**src/rtl/gsd_pkg.sv**
```systemverilog
`timescale 1ns / 1ps

package gsd_pkg;

  // Default data widths
  localparam int unsigned AXIS_BITS_DEF = 16;
  localparam int unsigned TRIG_BITS_DEF = 16;

  // Configuration register widths and port widths
  localparam int unsigned SDZ_W  = 15;
  localparam int unsigned TDZ_W  = 16;
  localparam int unsigned CFG_DW = 16;
  localparam int unsigned CFG_IW = 3;

  // Register index map
  typedef enum logic [CFG_IW-1:0] {
    CFG_LEFT_STICK_DZ  = 3'd0,
    CFG_RIGHT_STICK_DZ = 3'd1,
    CFG_LEFT_TRIG_DZ   = 3'd2,
    CFG_RIGHT_TRIG_DZ  = 3'd3
  } cfg_idx_e;

  // Per-axis control bits handed from the stick front end to the divider
  typedef struct packed {
    logic neg;   // result sign
    logic zero;  // pair lies inside the dead zone
  } div_flags_t;

endpackage

```
**src/rtl/gsd_div.sv**
```systemverilog
`timescale 1ns / 1ps

// Pipelined restoring divider: one quotient bit per stage, then sign and saturate.
module gsd_div import gsd_pkg::*; #(
  parameter int unsigned AxisBits = AXIS_BITS_DEF
) (
  input  logic                       clk_i,
  input  logic [AxisBits-1:0]        num_i,   // |mag|, numerator is num * one
  input  logic [AxisBits-1:0]        den_i,   // one - dz
  input  div_flags_t                 flags_i,
  output logic signed [AxisBits-1:0] res_o
);

  localparam int unsigned A = AxisBits;
  localparam logic [A-1:0] MaxPos = {1'b0, {(A-1){1'b1}}};
  localparam logic [A-1:0] MinNeg = {1'b1, {(A-1){1'b0}}};

  logic [A-1:0] rem_q [0:A-1];
  logic [A-1:0] quo_q [0:A];
  logic [A-1:0] den_q [0:A-1];
  div_flags_t   flg_q [0:A];
  logic         ovf_q [0:A];
  logic         lsb0_q;
  logic [A-1:0] mag;
  logic [A-1:0] res_d, res_q;

  // Entry stage: quotient overflow when num >= 2 * den, remainder seeded with num / 2
  always_ff @(posedge clk_i) begin
    rem_q[0] <= num_i >> 1;
    quo_q[0] <= '0;
    den_q[0] <= den_i;
    flg_q[0] <= flags_i;
    ovf_q[0] <= {1'b0, num_i} >= {den_i, 1'b0};
    lsb0_q   <= num_i[0];
  end

  // One quotient bit per stage; only the top bit of the low numerator can be set
  for (genvar k = 0; k < A; k++) begin : g_stage
    logic [A:0] shf;
    logic [A:0] dif;
    logic       take;

    if (k == 0) begin : g_first
      assign shf = {rem_q[k], lsb0_q};
    end else begin : g_rest
      assign shf = {rem_q[k], 1'b0};
    end
    assign take = shf >= {1'b0, den_q[k]};
    assign dif  = shf - {1'b0, den_q[k]};

    always_ff @(posedge clk_i) begin
      quo_q[k+1] <= {quo_q[k][A-2:0], take};
      flg_q[k+1] <= flg_q[k];
      ovf_q[k+1] <= ovf_q[k];
    end

    // Remainder and divisor are not needed past the last quotient bit
    if (k < A - 1) begin : g_carry
      always_ff @(posedge clk_i) begin
        rem_q[k+1] <= take ? dif[A-1:0] : shf[A-1:0];
        den_q[k+1] <= den_q[k];
      end
    end
  end

  // Sign and saturate
  assign mag = ovf_q[A] ? '1 : quo_q[A];

  always_comb begin
    if (flg_q[A].zero) begin
      res_d = '0;
    end else if (!flg_q[A].neg) begin
      res_d = (mag > MaxPos) ? MaxPos : mag;
    end else begin
      res_d = (mag > MaxPos) ? MinNeg : (~mag + 1'b1);
    end
  end

  always_ff @(posedge clk_i) begin
    res_q <= res_d;
  end

  assign res_o = signed'(res_q);

endmodule

```
**src/rtl/gsd_stick.sv**
```systemverilog
`timescale 1ns / 1ps

// One stick: squares and offsets, radial test, then one divider per axis.
module gsd_stick import gsd_pkg::*; #(
  parameter int unsigned AxisBits = AXIS_BITS_DEF
) (
  input  logic                       clk_i,
  input  logic signed [AxisBits-1:0] x_i,
  input  logic signed [AxisBits-1:0] y_i,
  input  logic [SDZ_W-1:0]           dz_cfg_i,
  output logic signed [AxisBits-1:0] out_x_o,
  output logic signed [AxisBits-1:0] out_y_o
);

  localparam int unsigned A  = AxisBits;
  localparam int unsigned EW = (A - 1 > SDZ_W) ? A - 1 : SDZ_W;
  localparam logic [EW-1:0] DzMax = EW'({(A-1){1'b1}});

  logic [EW-1:0]  dz_ext;
  logic [A-2:0]   dz;
  logic [A-1:0]   ax, ay;

  logic [2*A-1:0] x2_q, y2_q;
  logic [2*A-3:0] dz2_q;
  logic [A:0]     magx_q, magy_q;
  logic           negx_q, negy_q;
  logic [A-1:0]   den_q;

  logic [2*A:0]   rad;
  logic           in_dz;
  logic [A:0]     absx, absy;

  logic [A-1:0]   numx_q, numy_q, den2_q;
  div_flags_t     flgx_q, flgy_q;

  // Dead zone clamped below one
  assign dz_ext = EW'(dz_cfg_i);
  assign dz     = (dz_ext > DzMax) ? DzMax[A-2:0] : dz_ext[A-2:0];

  assign ax = x_i[A-1] ? (~x_i + 1'b1) : x_i;
  assign ay = y_i[A-1] ? (~y_i + 1'b1) : y_i;

  // Stage 1: squares, axis offsets, divisor
  always_ff @(posedge clk_i) begin
    x2_q   <= ax * ax;
    y2_q   <= ay * ay;
    dz2_q  <= dz * dz;
    magx_q <= {1'b0, ax} - {2'b00, dz};
    magy_q <= {1'b0, ay} - {2'b00, dz};
    negx_q <= x_i[A-1];
    negy_q <= y_i[A-1];
    den_q  <= {1'b1, {(A-1){1'b0}}} - {1'b0, dz};
  end

  // Stage 2: radial test, magnitude and sign of each offset
  assign rad    = {1'b0, x2_q} + {1'b0, y2_q};
  assign in_dz  = rad <= (2*A+1)'(dz2_q);
  assign absx   = magx_q[A] ? (~magx_q + 1'b1) : magx_q;
  assign absy   = magy_q[A] ? (~magy_q + 1'b1) : magy_q;

  always_ff @(posedge clk_i) begin
    numx_q      <= absx[A-1:0];
    numy_q      <= absy[A-1:0];
    den2_q      <= den_q;
    flgx_q.neg  <= negx_q ^ magx_q[A];
    flgy_q.neg  <= negy_q ^ magy_q[A];
    flgx_q.zero <= in_dz;
    flgy_q.zero <= in_dz;
  end

  gsd_div #(.AxisBits(A)) u_div_x (
    .clk_i  (clk_i),
    .num_i  (numx_q),
    .den_i  (den2_q),
    .flags_i(flgx_q),
    .res_o  (out_x_o)
  );

  gsd_div #(.AxisBits(A)) u_div_y (
    .clk_i  (clk_i),
    .num_i  (numy_q),
    .den_i  (den2_q),
    .flags_i(flgy_q),
    .res_o  (out_y_o)
  );

endmodule

```
**config.mk**
```make
export PLATFORM = sky130hd
export DESIGN_NAME = gsd_stick
export DESIGN_NICKNAME = d
export VERILOG_FILES = /design/src/rtl/gsd_pkg.sv /design/src/rtl/gsd_div.sv /design/src/rtl/gsd_stick.sv
export SDC_FILE = /design/constraint.sdc
export NUM_CORES = 2
export LEC_CHECK = 0
export ABC_AREA = 0
export BUFFER_PORTS_ARGS = -buffer_cell sky130_fd_sc_hd__buf_2
export CAP_MARGIN = 20
export CORE_MARGIN = 2
export CORE_UTILIZATION = 45
export CTS_BUF_LIST = sky130_fd_sc_hd__clkbuf_16
export CTS_CLUSTER_SIZE = 24
export DETAILED_ROUTE_END_ITERATION = 10
export PLACE_DENSITY = 0.6
export REMOVE_ABC_BUFFERS = 1
export SETUP_SLACK_MARGIN = 0.5
export SLEW_MARGIN = 25
export SYNTH_ARGS = -nofsm -noshare
export SYNTH_HDL_FRONTEND = slang
export SYNTH_HIERARCHICAL = 1
export SYNTH_SLANG_ARGS = --single-unit
export TNS_END_PERCENT = 30
```
**constraint.sdc**
```tcl
create_clock -name clk_i -period 14.4 [get_ports clk_i]
set_clock_uncertainty 0.2 [all_clocks]
set_input_delay 2.88 -clock clk_i [delete_from_list [all_inputs] [get_ports clk_i]]
set_output_delay 2.88 -clock clk_i [all_outputs]
set_load 0.005 [all_outputs]
```
==> out/metrics.csv <==
metric,value,unit
dieArea,0.201,mm²
setup.worst_path.start,y_i[0],
clockBufferDepth,3,
grtUsageTotal,0.197,
synth.top_cells.by_area,"dfxtp_1, ha_1, fa_1, inv_1, xnor2_1",
r2r_end,flgy_q[0],
clkSlewWorstSetupHoldPaths,0.05,ns
fp.dieH,448,µm
drt_iter0_drc,3012,
pin_count,80,
timing_max_transition_violations_final,0,
syn_inst,9291,
critPathCaptureType,flop,
synth_common_cells,"dfxtp_1, inv_1, ha_1",
antenna_found_initial,7,
hold_violations,0,
synth_top_area_frac,0.366,
synthArstFlopShare,0,
synth_top_cell_by_area,dfxtp_1,
grt_pass1_vias,63400,
htree_levels,4,
worst_slew_pin_slew,1.01,ns
die_w,448,µm
dr_total_vias,62100,
rsz0062_at_grt,no,
synth-edff-count,0,
maxSlewHeadroom,0.320,
root_buffer,clkbuf_16,
drv_cap,0,
crit_family,adder cells,
synthDistinctLibCells,115,
cp.required,14.88,ns
max_freq,90.7,MHz
drive_gt1_frac,0.0684,
drc,0,
grt_first_pass_wirelength,322000,µm
crit_path_max_incr_delay,0.62,ns
min_period,11.02,ns
wl,197000,µm
totalNegativeSetupSlack,0,ns
avgViaCountPerCell,5.08,
detail_route.wl_per_cell,16.1,µm
cts_setup_buffers,0,
cpMostUsedCell,fa_1,
post_cts_resized,0,
hp-start,u_div_x/flg_q[6][1],
cts_sinks,1623,
cts_buffers,173,
ys.flop_type,dfxtp_1,
hold_depth,0,
dpl.hpwl,158000,µm
finalSetupViolCount,0,
grt-ovfl-total,0,
crit_type,input pin to flop,
r2r_slack,8.46,ns
seq_area,0.0325,mm²
hold_buffers,0,
status,finished clean,
startpoint_type,input pin,
cp.buffers_inverters,6,
multiInputGateArea,0.0502,mm²
ff2ff_path_depth,18,
arrival,11.50,ns
start_util,0.452,
fin_nets,10900,
seq_area_frac_synth,0.366,
timing.rr.start,y2_q[4],
insertion_delay,0.83,ns
hp-class,flop to flop,
final.period_utilization,0.765,
ant_nets,0,
synth_area_per_cell,9.56,µm²
coreArea,0.197,mm²
cts_tree,built,
firstDrtPassIters,6,
ys_seq_elements,1623,
yosysMostFrequentCell,dfxtp_1,
worstPathMaxFanout,17,
grt_max_degree,32,
nFillCells,18100,
holdPathEnd,u_div_x/flg_q[7][1],
area_growth,10.5,%
synthesis.area,0.0888,mm²
yosysWarnings,6,
slowest_stage,a311oi_1,
placementRows,163,
io_buffers,79,
place_congestion,0.910,
-- logic make-up after synthesis --
family | share of synthesized area
mux | 0.0326
flops | 0.366
fa+ha+maj | 0.242
other cells | 0.0000846
simple gates | 0.107
buf+inv | 0.0704
xor+xnor | 0.0538
compound gates | 0.128
-- final cells by class --
cell class	count	share of cell area
inverters	1485	0.0568
multi-input cells	6052	0.512
well taps	2640	0.0337
flip-flops and latches	1623	0.331
clock buffers	175	0.0446
clock inverters	143	0.0160
diodes	1	0.0000255
repair buffers	107	0.00617
-- worst reg2reg max path, cell delays in order (launching register included) --
cell and delay [ns]:
dfxtp_1 0.34, ha_1 0.36, and3_1 0.20, a221o_1 0.23, a211oi_2 0.12, o32ai_1 0.48
a21o_1 0.25, nand2_1 0.07, o2111a_1 0.32, o21ai_0 0.25, xor2_1 0.43, ha_1 0.34
nor2b_1 0.13, o21ai_0 0.14, nand2b_1 0.07, a21oi_1 0.26, nand4_1 0.34, a211o_1 0.35
nor3_1 0.81
-- placed cells by master (no fill, tap or decap), types with 37 or more instances in the layout --
cell type / synthesis / routed
a211oi_1: 59 / 59
a21o_1: 183 / 183
a21oi_1: 497 / 495
a31oi_1: 61 / 58
and2_1: 37 / 37
and3_1: 54 / 54
buf_2: 21 / 79
clkbuf_16: 0 / 175
clkinv_1: 12 / 52
dfxtp_1: 1623 / 1623
fa_1: 500 / 500
ha_1: 917 / 917
inv_1: 1467 / 1497
mux2_2: 204 / 204
mux2i_1: 38 / 38
nand2_1: 624 / 624
nand2b_1: 91 / 91
nand3_1: 113 / 113
nand4_1: 68 / 68
nor2_1: 643 / 643
nor2b_1: 101 / 101
nor3_1: 141 / 141
o21a_1: 88 / 88
o21ai_0: 422 / 422
o21bai_1: 55 / 55
o31ai_1: 55 / 55
or3_1: 37 / 37
xnor2_1: 352 / 352
xor2_1: 192 / 192
-- per-stage QoR --
stage | setup slack (ns) | cell area (µm²) | util | cells | hold slack (ns)
2_1_floorplan | 4.10 | 88200 | - | 9160 | 0.110
3_3_place_gp | 2.81 | 92100 | 0.469 | 11900 | 0.110
3_5_place_dp | 2.62 | 92200 | 0.469 | 11900 | 0.112
4_1_cts | 3.47 | 98100 | 0.499 | 12200 | 0.0880
5_1_grt | 2.80 | 98100 | 0.499 | 12200 | 0.0847
6_report | 3.38 | 98100 | 0.499 | 12200 | 0.0869
-- worst max path at each step --
| stage | slack, ns | to | depth (start not counted) |
|---|---|---|---|
| after floorplan | 4.10 | y2_q[30] | 28 |
| after global placement | 2.81 | y2_q[31] | 29 |
| after detailed placement | 2.62 | y2_q[29] | 29 |
| after CTS | 3.47 | y2_q[31] | 29 |
| after global routing | 2.80 | y2_q[31] | 29 |
| final | 3.38 | y2_q[31] | 29 |
-- registers in the layout, summed over array words and instances, names as in the netlist, 17 cells and up --
| register | count |
|---|---|
| u_div_x/quo_q | 136 |
| u_div_x/flg_q | 34 |
| dz2_q | 28 |
| u_div_x/ovf_q | 17 |
| u_div_x/rem_q | 255 |
| magy_q | 17 |
| magx_q | 17 |
| y2_q | 31 |
| u_div_y/rem_q | 255 |
| u_div_y/quo_q | 136 |
| u_div_y/den_q | 256 |
| u_div_y/ovf_q | 17 |
| u_div_y/flg_q | 34 |
| u_div_x/den_q | 256 |
| x2_q | 31 |
-- routing by layer --
| metal | share of wire | vias up | global-route usage |
|---|---|---|---|
| li1 | - | 31200 | - |
| met4 | 0.034 | 2 | 0.0705 |
| met1 | 0.43 | 29500 | 0.236 |
| met3 | 0.036 | 373 | 0.0250 |
| met5 | 0.000066 | - | 0 |
| met2 | 0.50 | 1131 | 0.359 |
Power is left out: the tool's default activity adds up to more than one toggle a clock period on the data nets, which glitch-free logic cannot reach.
